==> src/rtl/grb_pkg.sv <==
// ----------------------------------------------------------------------------
// grb_pkg - shared types and constants of the glyph row blitter
// Field widths, configuration register codes, the config bundle and the
// draw descriptor that travels from the front end to the pixel sequencer.
// ----------------------------------------------------------------------------
package grb_pkg;

    localparam int GW       = 16;   // pixels per glyph row, rows per glyph
    localparam int GCW      = 4;    // column / row index width
    localparam int GI_W     = 10;   // glyph index width
    localparam int PX_W     = 9;    // pixel_x field width
    localparam int PY_W     = 8;    // pixel_y field width
    localparam int CLR_W    = 8;    // palette index width
    localparam int CFG_DW   = 11;   // widest register
    localparam int CFG_IW   = 3;    // register index width
    localparam int QDEPTH   = 4;    // descriptor queue depth
    localparam int QPW      = 2;    // queue pointer width
    localparam int QCW      = 3;    // queue count width

    typedef enum logic [CFG_IW-1:0] {
        REG_FG_COLOR     = 3'd0,
        REG_SHADOW_COLOR = 3'd1,
        REG_BG_ENABLE    = 3'd2,
        REG_BG_COLOR     = 3'd3,
        REG_GLYPH_LIMIT  = 3'd4
    } t_reg_idx;

    typedef enum logic [1:0] {
        SLOT_MAIN  = 2'd0,
        SLOT_RIGHT = 2'd1,
        SLOT_BELOW = 2'd2
    } t_slot;

    typedef struct packed {
        logic [CLR_W-1:0]  fg_color;
        logic [CLR_W-1:0]  shadow_color;
        logic              bg_enable;
        logic [CLR_W-1:0]  bg_color;
        logic [CFG_DW-1:0] glyph_limit;
    } t_cfg;

    typedef struct packed {
        logic [GW-1:0]   mask;    // columns that write anything
        logic [GW-1:0]   set;     // glyph bit per column, column 0 leftmost
        logic [GW-1:0]   rok;     // right neighbour on screen
        logic            below;   // row below on screen
        logic [PX_W-1:0] ox;
        logic [PY_W-1:0] dy;
    } t_desc;

endpackage

==> src/rtl/grb_back.sv <==
// ----------------------------------------------------------------------------
// grb_back - pixel write sequencer
// Walks the marked columns left to right, up to three writes per column,
// and drives one write per cycle into the output register while that register is empty or being popped.
// ----------------------------------------------------------------------------
module grb_back (
    input  logic                      i_clk,
    input  logic                      i_rst_n,
    input  grb_pkg::t_cfg             i_cfg,
    input  logic                      i_q_valid,
    input  grb_pkg::t_desc            i_q_head,
    output logic                      o_q_pop,
    input  logic                      i_pop,
    output logic                      o_empty,
    output logic [grb_pkg::PX_W-1:0]  o_pixel_x,
    output logic [grb_pkg::PY_W-1:0]  o_pixel_y,
    output logic [grb_pkg::CLR_W-1:0] o_pixel_color,
    output logic                      o_last_write
);
    import grb_pkg::*;

    t_desc             r_cur;
    logic [GW-1:0]     r_mask;
    logic [2:0]        r_sub;
    logic              r_sub_valid;
    logic              r_out_valid;
    logic [PX_W-1:0]   r_px;
    logic [PY_W-1:0]   r_py;
    logic [CLR_W-1:0]  r_pc;
    logic              r_last;

    logic [GCW-1:0]    col;
    logic              set_b, sh;
    logic [2:0]        fresh, slots, rem;
    t_slot             slot;
    logic [GW-1:0]     mask_next;
    logic              last, busy, adv, emit, load;
    logic [PX_W-1:0]   n_px;
    logic [PY_W-1:0]   n_py;
    logic [CLR_W-1:0]  n_pc;

    always_comb begin
        col = '0;
        for (int i = GW - 1; i >= 0; i--) begin
            if (r_mask[i]) begin
                col = GCW'(i);
            end
        end
        set_b = r_cur.set[col];
        sh    = i_cfg.shadow_color != '0;
        fresh = set_b ? {sh & r_cur.below, sh & r_cur.rok[col], 1'b1} : 3'b001;
        slots = r_sub_valid ? r_sub : fresh;
        if (slots[0]) begin
            slot = SLOT_MAIN;
        end else if (slots[1]) begin
            slot = SLOT_RIGHT;
        end else begin
            slot = SLOT_BELOW;
        end
        rem       = slots & (slots - 3'd1);
        mask_next = (rem == '0) ? (r_mask & ~(GW'(1) << col)) : r_mask;
        last      = (rem == '0) && (mask_next == '0);

        busy = r_mask != '0;
        adv  = !r_out_valid || i_pop;
        emit = busy && adv;
        load = i_q_valid && (!busy || (emit && mask_next == '0));

        n_px = r_cur.ox + PX_W'(col);
        n_py = r_cur.dy;
        n_pc = set_b ? i_cfg.fg_color : i_cfg.bg_color;
        case (slot)
            SLOT_MAIN: begin
            end
            SLOT_RIGHT: begin
                n_px = r_cur.ox + PX_W'(col) + PX_W'(1);
                n_pc = i_cfg.shadow_color;
            end
            SLOT_BELOW: begin
                n_py = r_cur.dy + PY_W'(1);
                n_pc = i_cfg.shadow_color;
            end
            default: begin
            end
        endcase
    end

    assign o_q_pop       = load;
    assign o_empty       = !r_out_valid;
    assign o_pixel_x     = r_px;
    assign o_pixel_y     = r_py;
    assign o_pixel_color = r_pc;
    assign o_last_write  = r_last;

    always_ff @(posedge i_clk) begin
        if (load) begin
            r_cur <= i_q_head;
        end else if (emit) begin
            r_sub <= rem;
        end
        if (emit) begin
            r_px   <= n_px;
            r_py   <= n_py;
            r_pc   <= n_pc;
            r_last <= last;
        end
        if (!i_rst_n) begin
            r_mask      <= '0;
            r_sub_valid <= 1'b0;
            r_out_valid <= 1'b0;
        end else begin
            if (load) begin
                r_mask      <= i_q_head.mask;
                r_sub_valid <= 1'b0;
            end else if (emit) begin
                r_mask      <= mask_next;
                r_sub_valid <= rem != '0;
            end
            if (adv) begin
                r_out_valid <= busy;
            end
        end
    end

    a_sub_in_column: assert property (@(posedge i_clk) disable iff (!i_rst_n)
        r_sub_valid |-> r_mask != '0)
        else $error("pending shadow writes without an active column");

    a_load_nonempty: assert property (@(posedge i_clk) disable iff (!i_rst_n)
        load |-> i_q_head.mask != '0)
        else $error("queued descriptor carries no writes");

    a_last_ends_item: assert property (@(posedge i_clk) disable iff (!i_rst_n)
        (emit && last) |=> (r_mask == '0 || !r_sub_valid))
        else $error("final write left work in the current descriptor");

endmodule
==> config.mk <==
export PLATFORM = sky130hd
export DESIGN_NAME = grb_back
export DESIGN_NICKNAME = d
export VERILOG_FILES = /design/src/rtl/grb_pkg.sv /design/src/rtl/grb_back.sv
export SDC_FILE = /design/constraint.sdc
export NUM_CORES = 1
export LEC_CHECK = 0
export CORE_UTILIZATION = 35
export CTS_CLUSTER_SIZE = 10
export DETAILED_ROUTE_END_ITERATION = 7
export DONT_BUFFER_PORTS = 1
export GPL_TIMING_DRIVEN = 0
export HOLD_SLACK_MARGIN = 0.05
export PLACE_DENSITY = 0.57
export SKIP_LAST_GASP = 1
export SLEW_MARGIN = 15
export SYNTH_ARGS = -nofsm -noshare
export SYNTH_HDL_FRONTEND = slang
export SYNTH_SLANG_ARGS = --single-unit
==> constraint.sdc <==
create_clock -name i_clk -period 8.4 [get_ports i_clk]
set_input_delay 1.68 -clock i_clk [delete_from_list [all_inputs] [get_ports i_clk]]
set_output_delay 1.68 -clock i_clk [all_outputs]
set_load 0.02 [all_outputs]
Word level (Yosys, flattened, before mapping)
Index checks and enable logic that the tools add are counted.
{ "word_totals": {"input_bits": 106, "reg_bits": 97, "output_inout_bits": 28, "word_cells": 76} }
{ "classes": {"n_reduce_logical": 17, "shift": 1, "n_eq_ne": 2, "mux": 31, "addsub": 4, "n_bitwise": 7, "magnitude_cmp": 1} }
{ "op_table": {"columns": ["op", "n"], "rows": [
  ["4-bit 2-to-1 mux", 16],
  ["16-bit 2-to-1 mux", 3],
  ["8-bit 2-to-1 mux", 3],
  ["16-bit AND", 1],
  ["16-bit zero test", 1],
  ["16-bit inverter", 1],
  ["16-bit nonzero test", 1],
  ["1-bit by 4-bit << shifter with 16-bit output, first input constant", 1],
  ["9-bit by 1-bit adder with 9-bit output, second input constant", 1],
  ["9-bit by 4-bit adder with 9-bit output", 1],
  ["9-bit 2-to-1 mux", 1],
  ["8-bit by 1-bit adder with 8-bit output, second input constant", 1],
  ["1-bit binary-select mux with 4-bit select", 2],
  ["8-bit nonzero test", 1],
  ["3-bit 2-to-1 mux", 2],
  ["4-bit by 5-bit < comparator with 1-bit output, second input constant", 1],
  ["1-bit logical AND", 4],
  ["2-bit 2-to-1 mux", 2],
  ["2-bit OR reduction", 2],
  ["3-bit AND", 1],
  ["3-bit zero test", 1],
  ["3-bit nonzero test", 1],
  ["3-bit by 1-bit subtractor with 3-bit output, second input constant", 1],
  ["1-bit AND", 2],
  ["other kinds (8)", 12]
]} }

Logic depth before layout (Yosys ltp)
{ "depth": {"ltp_word": 31, "depth_mapped": 17} }

Worst setup path before layout
No wires, ideal clock.
{ "synth_timing": {"path_type": "input-to-output", "from": "input i_cfg[20] (netlist name)", "to": "output o_q_pop", "cell_stages": 13, "path_slack_ns": 0.550, "required_ns": 6.720, "path_buffers": 2, "arrival_ns": 6.170, "path_cell_list": "nor4_1 > a21oi_1 > o311ai_1 > a21oi_1 > o32ai_2 > o31ai_4 > buf_6 > o31ai_4 > nand4_1 > nor4_4 > a21oi_4 > buf_6 > nor2_1"} }
{ "synth_between": {"elab_chain_len": 12, "elab_cells_between_ends": 13, "classes_between": "add/sub (1); mux (3); bitwise (3); reduce/logical (6)"} }
{ "synth_rtl": {"columns": ["item", "line_no", "source"], "rows": [
  ["start: declaration", "grb_back.sv:9", "input grb_pkg::t_cfg i_cfg,"],
  ["8-bit nonzero test *", "grb_back.sv:50", "sh = i_cfg.shadow_color != '0;"],
  ["1-bit AND", "grb_back.sv:51", "fresh = set_b ? {sh & r_cur.below, sh & r_cur.rok[col], 1'b1} : 3'b001;"],
  ["3-bit 2-to-1 mux *", "grb_back.sv:51", null],
  ["3-bit 2-to-1 mux *", "grb_back.sv:52", "slots = r_sub_valid ? r_sub : fresh;"],
  ["3-bit by 1-bit subtractor with 3-bit output", "grb_back.sv:60", "rem = slots & (slots - 3'd1);"],
  ["3-bit AND *", "grb_back.sv:60", null],
  ["3-bit zero test *", "grb_back.sv:61", "mask_next = (rem == '0) ? (r_mask & ~(GW'(1) << col)) : r_mask;"],
  ["16-bit 2-to-1 mux *", "grb_back.sv:61", null],
  ["16-bit zero test *", "grb_back.sv:67", "load = i_q_valid && (!busy || (emit && mask_next == '0));"],
  ["1-bit logical AND *", "grb_back.sv:67", null],
  ["1-bit logical OR *", "grb_back.sv:67", null],
  ["1-bit logical AND *", "grb_back.sv:67", null],
  ["end: declaration", "grb_back.sv:12", "output logic o_q_pop,"]
]} }
Every way passes the cells marked *; elsewhere a longest branch is shown, timed or not.

Worst setup path after layout
{ "layout_timing": {"from": "input i_cfg[24] (netlist name)", "to": "output o_q_pop"} }
The elaborated chain is that of the path after synthesis.

==> results.ini <==
[floorplan]
fp.dieArea_um2=14190
die_w_um=119.1
initial_utilization_pct=36.11
coreArea_um2=13300
num_io_pins=134
rows=42
die_y_um=119.1

[flow_run]
maxCapViolations=0

[clocking]
postCtsSetupRepairBufs=0
tritoncts=yes
clk_latency_ps=350
cts_resized=0
clockBufferDepth=2
clkSinkCount=96
cts_buffers=9
cts.clk_slew.worst_paths_ps=70
cts-root-buf=clkbuf_16
htree_num_levels=3
holdBufCountCts=0

[timing]
worst_pin_slew_ps=1042
setup_tns_ps=0
finalSetupViolations=0
rsz0062_at_grt=no
fin_crit_ps=6491
fin_crit_sh_pct=77.27
slew_headroom_pct=30.25
drv_slew=0
hold_viol=0
skew_ps=8.758
fmax_mhz=154.1
fin_ws_ps=1909

[global_route]
gr-usage-all-layers_pct=16.47
grt_pass1_wl_um=17480
grt_start_max_net_pins=30
grt_antenna_before_repair=0
grt_pass1_vias=3310
overflow=0

[hold_path]
whs_path_depth=1
hp-start=r_cur[7]
whs_endpoint=o_pixel_y[7]
hold_path_class=flip-flop to flip-flop

[logic_synthesis]
synth_seq_cells=96
synthTopCellsByArea=edfxtp_1, dfxtp_1, nand2_1
synth_async_sr_flop_share_pct=0
synth_area_leader_cell=edfxtp_1
yosysTopAreaCellShare_pct=48.79
synth.distinct_cells=69
syn_inst=404
synth.net_count=517
ys.flop_type=edfxtp_1
synth_edf_count=78
ys_warn_count=0
synth_area_um2=4801
syn_area_per_cell_um2=11.88
yosysSeqAreaShare_pct=56.29

[drt]
wl_per_cell_um=18.59
drcViolationCount=0
via_count=3238
via_per_inst=5.415
drt_iter0_markers=212
ant_nets=0
firstDrtPassIters=4
wirelength_um=11120

[worst_setup_path]
r2r_cells=17
cp_top_family=compound AO/OA/AOI/OAI gates
reg2reg_slack_ps=3770
crit_arrival_ps=4810
critPathKind=input pin to output pin
cp-end-kind=output pin
crit_required_ps=6720
reg2reg_to=r_cur[41]
reg2reg_from=r_mask[3]
startpoint_type=input pin
crit_buf_inv=4
critPathMaxStageDelay_ps=420
cpMaxStageDelayCell=nor4_4
crit_fanout=27
crit_chain=nor4_1 -> a21oi_1 -> o311ai_1 -> a21oi_1 -> o32ai_2 -> o31ai_4 -> buf_6 -> o31ai_4 -> nand4_1 -> nor4_4 -> a21oi_4 -> buf_6 -> nor2_4 -> buf_12 -> buf_12

[cells_and_area]
stdcell_area_um2=5419
final_util_pct=40.76
n_fill_cell=1268
drive_gt1_share_pct=13.74
final_cell_mix=edfxtp_1, nand2_1, dfxtp_1
seqCellArea_um2=2703
nNetsFinal=530
final_common_cell=edfxtp_1
syn2layout_area_growth_pct=12.87
multi_input_area_um2=1959
antenna_cells=0

[place]
pre_cts_ws_ps=1893
post-dp-hpwl_um=8406
place.gp.congestion=0.8412
placed_area_um2=5076
port-buffer-count=0

[run_status]
status=finished, final reports clean

## kinds of logic (layout without fill, tap and decap cells)
kind of cell	Yosys count	in the layout	share of synthesized area, %
compound gates	106	106	17.80
xor+xnor	18	18	3.284
fa+ha+maj	8	8	2.189
buf+inv	31	49	3.206
flops	96	96	56.29
mux	17	17	3.596
simple gates	128	128	13.63
## worst max-delay path by stage
stage                     cells after the start       to  slack, ps  startpoint
after floorplan                              13  o_q_pop        550   i_cfg[20]
after global routing                         14  o_q_pop       1670   i_cfg[24]
after CTS                                    15  o_q_pop       1890   i_cfg[24]
final                                        15  o_q_pop       1910   i_cfg[24]
after detailed placement                     15  o_q_pop       1890   i_cfg[24]
after global placement                       13  o_q_pop       -780   i_cfg[24]
## layer usage
| metal | global-route usage [%] | vias to the layer above | part of all wire [%] |
|---|---|---|---|
| met5 | 0 | - | 0 |
| met1 | 19.83 | 1527 | 43 |
| li1 | - | 1576 | - |
| met3 | 5.029 | 18 | 6.0 |
| met4 | 7.120 | 0 | 2.2 |
| met2 | 27.11 | 117 | 49 |
## Yosys cell counts, drive strengths merged (9+ instances only)
cell type and number:
nand3 15, nor2 20, edfxtp 78, mux2i 15, nand2 46, o211ai 15
o21ai 32, nor4 9, xnor2 14, a211oi 14, inv 16, dfxtp 18
## stage by stage
step / std cells / hold slack, ps
after floorplan: 404 / 491.7
after global placement: 580 / 533.5
after detailed placement: 582 / 544.0
after CTS: 598 / 560.2
after global routing: 598 / 597.1
final: 598 / 557.9
## flip-flops by register name (all words and copies together), names as in the netlist
register and count:
r_mask 16, r_sub_valid 1, o_pixel_x 9, r_out_valid 1, r_cur 50, o_last_write 1
o_pixel_y 8, r_sub 2, o_pixel_color 8
## final cells by class
cell class              count  share of cell area (%)
flip-flops and latches     96                   49.87
plain buffers              15                   1.639
clock inverters             7                   2.170
well taps                 176                   4.064
inverters                  16                   1.201
multi-input cells         277                   36.16
clock buffers               9                   4.156
repair buffers              2                  0.7389
Power is left out: the tool's default activity adds up to more than one toggle a clock period on the data nets, which glitch-free logic cannot reach.
