## src/rtl/grb_pkg.sv

```systemverilog
// ----------------------------------------------------------------------------
// grb_pkg - shared types and constants of the glyph row blitter
// Field widths, configuration register codes, the config bundle and the
// draw descriptor that travels from the front end to the pixel sequencer.
// ----------------------------------------------------------------------------
package grb_pkg;

    localparam int GW       = 16;   // pixels per glyph row, rows per glyph
    localparam int GCW      = 4;    // column / row index width
    localparam int GI_W     = 10;   // glyph index width
    localparam int PX_W     = 9;    // pixel_x field width
    localparam int PY_W     = 8;    // pixel_y field width
    localparam int CLR_W    = 8;    // palette index width
    localparam int CFG_DW   = 11;   // widest register
    localparam int CFG_IW   = 3;    // register index width
    localparam int QDEPTH   = 4;    // descriptor queue depth
    localparam int QPW      = 2;    // queue pointer width
    localparam int QCW      = 3;    // queue count width

    typedef enum logic [CFG_IW-1:0] {
        REG_FG_COLOR     = 3'd0,
        REG_SHADOW_COLOR = 3'd1,
        REG_BG_ENABLE    = 3'd2,
        REG_BG_COLOR     = 3'd3,
        REG_GLYPH_LIMIT  = 3'd4
    } t_reg_idx;

    typedef enum logic [1:0] {
        SLOT_MAIN  = 2'd0,
        SLOT_RIGHT = 2'd1,
        SLOT_BELOW = 2'd2
    } t_slot;

    typedef struct packed {
        logic [CLR_W-1:0]  fg_color;
        logic [CLR_W-1:0]  shadow_color;
        logic              bg_enable;
        logic [CLR_W-1:0]  bg_color;
        logic [CFG_DW-1:0] glyph_limit;
    } t_cfg;

    typedef struct packed {
        logic [GW-1:0]   mask;    // columns that write anything
        logic [GW-1:0]   set;     // glyph bit per column, column 0 leftmost
        logic [GW-1:0]   rok;     // right neighbour on screen
        logic            below;   // row below on screen
        logic [PX_W-1:0] ox;
        logic [PY_W-1:0] dy;
    } t_desc;

endpackage

```

## src/rtl/grb_queue.sv

```systemverilog
// ----------------------------------------------------------------------------
// grb_queue - descriptor queue between front end and sequencer
// Small register FIFO; the head is always presented.
// ----------------------------------------------------------------------------
module grb_queue (
    input  logic                    i_clk,
    input  logic                    i_rst_n,
    input  logic                    i_push,
    input  grb_pkg::t_desc          i_desc,
    input  logic                    i_pop,
    output logic                    o_valid,
    output grb_pkg::t_desc          o_head,
    output logic [grb_pkg::QCW-1:0] o_count
);
    import grb_pkg::*;

    t_desc            r_mem [QDEPTH];
    logic [QPW-1:0]   r_wr, r_rd;
    logic [QCW-1:0]   r_count;

    assign o_valid = r_count != '0;
    assign o_head  = r_mem[r_rd];
    assign o_count = r_count;

    always_ff @(posedge i_clk) begin
        if (i_push) begin
            r_mem[r_wr] <= i_desc;
        end
        if (!i_rst_n) begin
            r_wr    <= '0;
            r_rd    <= '0;
            r_count <= '0;
        end else begin
            if (i_push) begin
                r_wr <= r_wr + QPW'(1);
            end
            if (i_pop) begin
                r_rd <= r_rd + QPW'(1);
            end
            r_count <= r_count + QCW'(i_push) - QCW'(i_pop);
        end
    end

    a_no_overflow: assert property (@(posedge i_clk) disable iff (!i_rst_n)
        !(i_push && !i_pop && r_count == QCW'(QDEPTH)))
        else $error("descriptor queue overflow");

    a_no_underflow: assert property (@(posedge i_clk) disable iff (!i_rst_n)
        !(i_pop && r_count == '0))
        else $error("descriptor queue underflow");

endmodule

```

## config.mk

```make
export PLATFORM = sky130hd
export DESIGN_NAME = grb_queue
export DESIGN_NICKNAME = d
export VERILOG_FILES = /design/src/rtl/grb_pkg.sv /design/src/rtl/grb_queue.sv
export SDC_FILE = /design/constraint.sdc
export NUM_CORES = 1
export LEC_CHECK = 0
export ABC_AREA = 1
export BUFFER_PORTS_ARGS = -buffer_cell sky130_fd_sc_hd__buf_2
export CAP_MARGIN = 40
export CORE_MARGIN = 1
export CORE_UTILIZATION = 45
export CTS_CLUSTER_SIZE = 30
export DETAILED_ROUTE_END_ITERATION = 6
export HOLD_SLACK_MARGIN = 0.02
export PLACE_DENSITY = 0.72
export RECOVER_POWER = 25
export SLEW_MARGIN = 20
export SYNTH_ARGS = -nofsm -noshare
export SYNTH_HDL_FRONTEND = slang
export SYNTH_SLANG_ARGS = --single-unit
```

## constraint.sdc

```tcl
create_clock -name i_clk -period 2.4 [get_ports i_clk]
set_input_delay 0.36 -clock i_clk [delete_from_list [all_inputs] [get_ports i_clk]]
set_output_delay 0.36 -clock i_clk [all_outputs]
set_load 0.01 [all_outputs]
```

# After elaboration in Yosys (flattened, before gate mapping)
# Memories as Yosys holds them, arrays and structs flattened. A register that Yosys moved wholly into a read port is not among the register bits.
# Cells that the tools add are included.
# Widths: inputs -> output; s select.
[word_totals]
reg_bits = 7
latchBits = 0
mem_bits_rw = 264
mem_bits_ro = 0
input_bits = 70
out_inout_bits = 70
wordCells = 13
n_memories = 1
[classes]
add_sub_neg = 4
n_mul = 0
div_mod_pow = 0
magnitude_cmp = 0
n_eq_ne = 0
shift = 0
n_mux = 4
bitwise = 0
reduce_logical = 1
[mem_list]
columns = ["memory", "words", "width", "read_ports", "rd_ports_with_merged_regs", "write_ports", "line", "rtl"]
rows = [
  ["r_mem", 4, 66, 1, 1, 1, "grb_queue.sv:17", "t_desc r_mem [QDEPTH];"],
]
[op_table]
columns = ["op", "n"]
rows = [
  ["$add 2x1->2 const B", 2],
  ["$mux 2", 2],
  ["$add 3x1->3", 1],
  ["$reduce_bool 3->1", 1],
  ["$sub 3x1->3", 1],
  ["$mux 1", 2],
]

# Logic depth before layout (Yosys ltp)
# Gate-level depths: netlist (run 1).
[depth]
ltp_word = 3
ltp_mapped = 8
depth_no_buf = 8

# Least setup slack after synthesis (run 1)
# No wires, ideal clock.
[synth_timing]
kind = "register -> register"
startpoint = "reg r_wr[0]"
endpoint = "mem r_mem[2][0] (netlist name), enable pin"
setup_time_ns = 0.420
arrival_ns = 1.871
required_ns = 1.980
slack_ns = 0.109
path_stages_with_launch = 5
n_path_buf = 0
synth_period_minus_slack_ns = 2.291
cell_sequence = "dfxtp_1 -> inv_1 -> ha_1 -> nand2_1 -> inv_1"
[synth_rtl]
columns = ["element", "line", "rtl"]
rows = [
  ["from (decl)", "grb_queue.sv:18", "logic [QPW-1:0] r_wr, r_rd;"],
  ["from (signal assigned)", "grb_queue.sv:35", "r_wr <= r_wr + QPW'(1);"],
  ["to (decl)", "grb_queue.sv:17", ""],
]
# Straight into the memory's write port.

==> reports/qor.txt, run 1 <==
DIE WIDTH - 157 um
Hold path endpoint - r_mem[2][40]$_DFFE_PP_
Slew @ Worst Pin - 0.558 ns
Gr usage total - 0.152
Synthesized instance count - 824
CTS tree - built
Vias per cell - 4.85
TritonCTS buffer count - 28
Global-route wire length before repair - 29000 um
Die area - 24600 sq um
Number of remaining DRC errors - 0
Critical path fanouts, max - 70
Setup TNS - 0 ns
CTS Hold Buffers Added - 0
Avg WL per Cell - 14.6 um
Largest area contributor in the synthesized netlist - edfxtp_1
Crit Path Category - reg -> out
Hold path depth - 1
Slew margin rel. - 0.628
Hold WC Path Type - in -> reg
Number of placement rows - 56
Ranking of synthesized cells by area - edfxtp_1, inv_1, nand2_1, o211ai_1, a21oi_1
Placed instance count - 1253
Final Hold Viols - 0
Yosys Warn Count - 0
GPL Wtd Cong - 0.714
Clk_skew - 0.0101 ns
Crit start category - register
Nets - 1042
Post-DP Area - 11800 sq um
Leak Pwr - 4.86 nW
Netlist cell types - 15
Core footprint - 23500 sq um
Crit-path cells - buf_12, a21oi_1, o21ai_1, nand2_1, buf_2
R2r startpoint - r_wr[0]$_SDFFE_PN0P_
Share of cells above drive strength 1 - 0.165
Syn_nets - 901
Final period utilization - 0.903
Synth Register Bits - 273
Post-layout instance area - 12600 sq um
Drt first pass iters - 4
Largest net degree at the start of global routing - 71
Final setup margin - 0.233 ns
Fmax - 462 MHz
Placed wire-length estimate - 11000 um
R2R cell count - 5
Pwr per Cell Area - 834 nW/um^2
Maximum VDD drop - 601 uV
Syn avg cell area - 13.1 sq um
Reg clk slew, reported paths - 0.06 ns
Final Slew Violations - 0
Root Buffer Master - clkbuf_16
Core Util, Final - 0.538
Fillers - 1908
Post-DRT Antenna Nets - 0
Post-Route WL - 19100 um
Area Growth Syn to Fin - 17.0%
H-tree Lvls - 1
Vias in the first global route - 6002
Element type at the critical path end - output port
Die height - 157 um
Unrepaired setup endpoints after global routing - false
Slowest stage delay, CP - 0.51 ns
Arr. time, crit path - 1.81 ns
Status - finished clean
Initial antenna violation count - 1
Total power - 10.5 mW
Grt ovf - 0
Crit path time final - 2.17 ns
Post-synthesis sequential area ratio - 0.751
Crit-path slowest cell - dfxtp_4
R2R setup slack - 0.83 ns
Clk buf depth - 3
Clock Sinks - 273
WHS - 0.0522 ns
Worst skew pair latency - 0.52 ns
Max Cap Violations - 0
Data required, critical path - 2.04 ns
Pre-CTS setup slack - 0.670 ns
Worst Hold Launch - i_desc[40]
Area share of the largest cell type after synthesis - 0.734
Synth Cell Area - 10800 sq um
Ports - 140
DRT iter0 DRCs - 375
Vias after detailed routing - 6337
Initial Util - 0.460
Finished Layout Cells - 1307
Final setup vio count - 0
FF-to-FF End - r_mem[0][38]$_DFFE_PP_
I/O Buffers - 139
## how the worst max path moves through the flow
stage                     slack (ns)               endpoint  cells past startpoint
after floorplan                 0.11  r_mem[2][0]$_DFFE_PP_                      4
after global placement          0.70             o_head[60]                      5
after detailed placement        0.67             o_head[60]                      5
after CTS                       0.10             o_head[60]                      5
after global routing            0.10             o_head[54]                      5
final                           0.23             o_head[54]                      5
## what timing repair did
item | CTS | global route
resized for setup | 0 | 0
endpoints found under the setup margin | 0 | 3
setup buffers | 0 | 1
## routing by layer
layer  vias up  track usage  wire, um
met5         -            0         0
met1      3009        0.184      8100
met2       149        0.273      9550
met4         0       0.0434       365
met3        32       0.0325      1030
li1       3147            -         -
## cell usage in the layout, fill, tap and decap left out
cell | synthesis | final
inv_2 | 0 | 2
edfxtp_1 | 264 | 264
nor2_1 | 1 | 1
dfxtp_4 | 0 | 2
bufinv_16 | 0 | 1
nand2_1 | 142 | 142
buf_4 | 2 | 10
ha_1 | 6 | 6
o21ai_0 | 37 | 37
inv_1 | 147 | 143
buf_12 | 0 | 5
clkinv_1 | 0 | 5
clkbuf_1 | 0 | 45
buf_6 | 11 | 1
clkbuf_8 | 0 | 2
o21ai_1 | 33 | 33
dfxtp_1 | 9 | 7
clkinv_2 | 0 | 9
clkinvlp_4 | 0 | 2
fa_1 | 1 | 1
o211ai_1 | 66 | 66
clkbuf_16 | 0 | 29
buf_2 | 31 | 98
diode_2 | 0 | 1
a21oi_1 | 72 | 72
nand3_1 | 2 | 2
clkinv_4 | 0 | 2
## flip-flops by register name, summed over array words and instances (netlist names), named ones only
register	cells
o_count	3
r_wr	2
r_rd	2
r_mem	264
## synthesized netlist by cell type
cell type and instances:
nand2_1 142, fa_1 1, a21oi_1 72, dfxtp_1 9, nor2_1 1, nand3_1 2, buf_6 11, ha_1 6
buf_4 2, edfxtp_1 264, o211ai_1 66, inv_1 147, o21ai_1 33, buf_2 31, o21ai_0 37
## layout make-up
class                   count  area, sq um  area share
flip-flops and latches    273         8120       0.642
multi-input cells         360         1850       0.146
repair buffers            155          831      0.0658
clock buffers              35          768      0.0608
inverters                 147          554      0.0439
well taps                 319          399      0.0316
clock inverters            17          116     0.00921
diodes                      1         2.50    0.000198
## cell families (layout without fill, tap and decap cells)
kind of cell | count (synthesis) | in the layout | share of synthesized area
compound gates | 208 | 208 | 0.112
flops | 273 | 273 | 0.751
simple gates | 145 | 145 | 0.0506
fa+ha+maj | 7 | 7 | 0.00880
buf+inv | 191 | 354 | 0.0783
other cells | 0 | 1 | 0
## worst max-delay path, delay by kind of cell, from the launching register on
family	cells	cell delay, ns
AO/OA/AOI/OAI	2	0.23
buffers and inverters	2	0.44
flip-flops	1	0.51
AND/OR/NAND/NOR	1	0.09
## power by group
group,switching [mW],internal [mW],leakage [nW]
Combinational,0.636,0.341,1.93
Clock,1.68,2.37,0.434
Sequential,0.0606,5.45,2.50
Power figures use the tool's default switching activity.
==> run 2, diff against run 1 <==
--- a/config.mk
+++ b/config.mk
@@ -8,12 +8,14 @@
 export ABC_AREA = 1
 export BUFFER_PORTS_ARGS = -buffer_cell sky130_fd_sc_hd__buf_2
 export CAP_MARGIN = 40
+export CELL_PAD_IN_SITES_DETAIL_PLACEMENT = 1
+export CELL_PAD_IN_SITES_GLOBAL_PLACEMENT = 1
 export CORE_MARGIN = 1
 export CORE_UTILIZATION = 45
 export CTS_CLUSTER_SIZE = 30
 export DETAILED_ROUTE_END_ITERATION = 6
 export HOLD_SLACK_MARGIN = 0.02
-export PLACE_DENSITY = 0.72
+export PLACE_DENSITY = 0.81
 export RECOVER_POWER = 25
 export SLEW_MARGIN = 20
 export SYNTH_ARGS = -nofsm -noshare
==> constraint.sdc (replaced) <==
create_clock -name i_clk -period 2.65 [get_ports i_clk]
set_input_delay 0.3975 -clock i_clk [delete_from_list [all_inputs] [get_ports i_clk]]
set_output_delay 0.3975 -clock i_clk [all_outputs]
set_load 0.01 [all_outputs]
==> reports/qor.txt, run 2 (synthesis results as in run 1) <==
Status - finished clean
Final Hold Viols - 0 (unchanged)
TritonCTS buffer count - 29 (+3.6%)
Root Buffer Master - clkbuf_16
Element type at the critical path end - output port
Critical path fanouts, max - 148 (+110%)
Gr usage total - 0.190 (+0.0376)
Largest net degree at the start of global routing - 149 (+110%)
GPL Wtd Cong - 0.696 (-2.6%)
Leak Pwr - 4.85 nW (-0.35%)
Critical Path Most Common Cell - nand2_1
Final period utilization - 0.888
Crit-path slowest cell - buf_12
Crit Path Category - reg -> out
DRT iter0 DRCs - 376 (+0.27%)
Die area - 24600 sq um (unchanged)
Leading cell type in the layout, fill and taps excluded - edfxtp_1
Ports - 140 (unchanged)
Slowest stage delay, CP - 0.42 ns (-0.09 ns)
Slew margin rel. - 0.606 (-0.0219)
Placed instance count - 1251 (-0.16%)
Avg WL per Cell - 17.8 um (+22%)
Clk buf depth - 3 (unchanged)
Max Cap Violations - 0 (unchanged)
Initial Util - 0.460 (unchanged)
Hold WC Path Type - in -> reg
Crit start category - register
Vias after detailed routing - 6506 (+2.7%)
DIE WIDTH - 157 um (unchanged)
Clk_skew - 0.0112 ns (+0.00117 ns)
Grt ovf - 0 (unchanged)
Worst skew pair latency - 0.53 ns (about the same)
Number of placement rows - 56 (unchanged)
Most frequent cells in the layout - edfxtp_1, inv_1, nand2_1
Vias in the first global route - 7033 (+17%)
Core footprint - 23500 sq um (unchanged)
Post-CTS setup buffers - 0 (unchanged)
Pre-CTS setup slack - 0.886 ns (+0.216 ns)
Slew @ Worst Pin - 0.591 ns (+0.0328 ns)
I/O Buffers - 139 (unchanged)
Nets - 1040 (-0.19%)
Initial antenna violation count - 2 (+1)
Data required, critical path - 2.25 ns (+0.21 ns)
CTS resizes - 0 (unchanged)
Reg clk slew, reported paths - 0.06 ns (about the same)
Die height - 157 um (unchanged)
Number of remaining DRC errors - 0 (unchanged)
Fmax - 425 MHz
Pwr per Cell Area - 766 nW/um^2 (-8.2%)
Final setup margin - 0.297 ns (+0.0637 ns)
CTS tree - built
Vias per cell - 4.99 (+2.9%)
Clock Sinks - 273 (unchanged)
Max FFs per register - 264 (unchanged)
Global-route wire length before repair - 35700 um (+23%)
Final Slew Violations - 0 (unchanged)
Post-Route WL - 23200 um (+22%)
H-tree Lvls - 1 (unchanged)
Placed wire-length estimate - 14500 um (+32%)
Maximum VDD drop - 556 uV (-7.4%)
Crit path time final - 2.35 ns
Unrepaired setup endpoints after global routing - false
Post-DP Area - 11800 sq um (+0.11%)
Reg with most FFs - r_mem
Final setup vio count - 0 (unchanged)
Setup TNS - 0 ns (unchanged)
Finished Layout Cells - 1304 (-0.23%)
Post-layout instance area - 12600 sq um (about the same)
CTS Hold Buffers Added - 0 (unchanged)
Crit-path cells - buf_12, nand2_1, o211ai_1, nand2_1, buf_2
Arr. time, crit path - 1.96 ns (+0.15 ns)
Share of cells above drive strength 1 - 0.158 (-0.00747)
Post-DRT Antenna Nets - 0 (unchanged)
Area Growth Syn to Fin - 16.9% (about the same)
Drt first pass iters - 4 (unchanged)
==> run 2: area by class of cell <==
| type | instances | area [sq um] |
|---|---|---|
| clock inverter | 19 | 146 |
| inverter | 147 | 557 |
| fill | 2448 | 10800 |
| sequential | 273 | 8120 |
| multi-input combinational | 360 | 1850 |
| tap | 319 | 399 |
| timing repair buffer | 152 | 825 |
| antenna | 2 | 5.00 |
| clock buffer | 32 | 737 |
==> run 2: through the flow <==
stage | utilization | power [mW] | hold WS, ns
CTS | 0.540 | 9.78 | 0.0573
floorplan | - | 5.62 | 0.436
finish | 0.538 | 9.67 | 0.0911
global route | 0.538 | 10.0 | 0.0840
detailed placement | 0.503 | 6.02 | 0.452
global placement | 0.503 | 5.97 | 0.438
==> run 2: worst max-delay path: cells and delay by family (launching register included) <==
kind	cells	cell delay, ns
buffers and inverters	2	0.57
flip-flops	1	0.37
AO/OA/AOI/OAI	1	0.13
AND/OR/NAND/NOR	2	0.25
==> run 2: routing by layer <==
metal | up-vias | wire (um) | track usage
li1 | 3143 | - | -
met1 | 3191 | 9170 | 0.212
met2 | 126 | 12600 | 0.364
met3 | 44 | 840 | 0.0292
met4 | 2 | 596 | 0.0654
met5 | - | 13 | 0
==> run 2: worst paths after layout <==
check,cells after the start,slack (ns),start,end
min reg2reg,2,0.46,r_rd[1]$_SDFFE_PN0P_,register
min,1,0.09,i_desc[12],r_mem[3][12]$_DFFE_PP_
max reg2reg,5,0.94,r_wr[0]$_SDFFE_PN0P_,r_mem[2][25]$_DFFE_PP_
max,5,0.30,register,o_head[33]
==> run 2: power breakdown <==
part | leakage (nW) | internal, mW | switching (mW)
combinational | 1.91 | 0.305 | 0.609
clock | 0.440 | 2.18 | 1.58
sequential | 2.50 | 4.94 | 0.0594
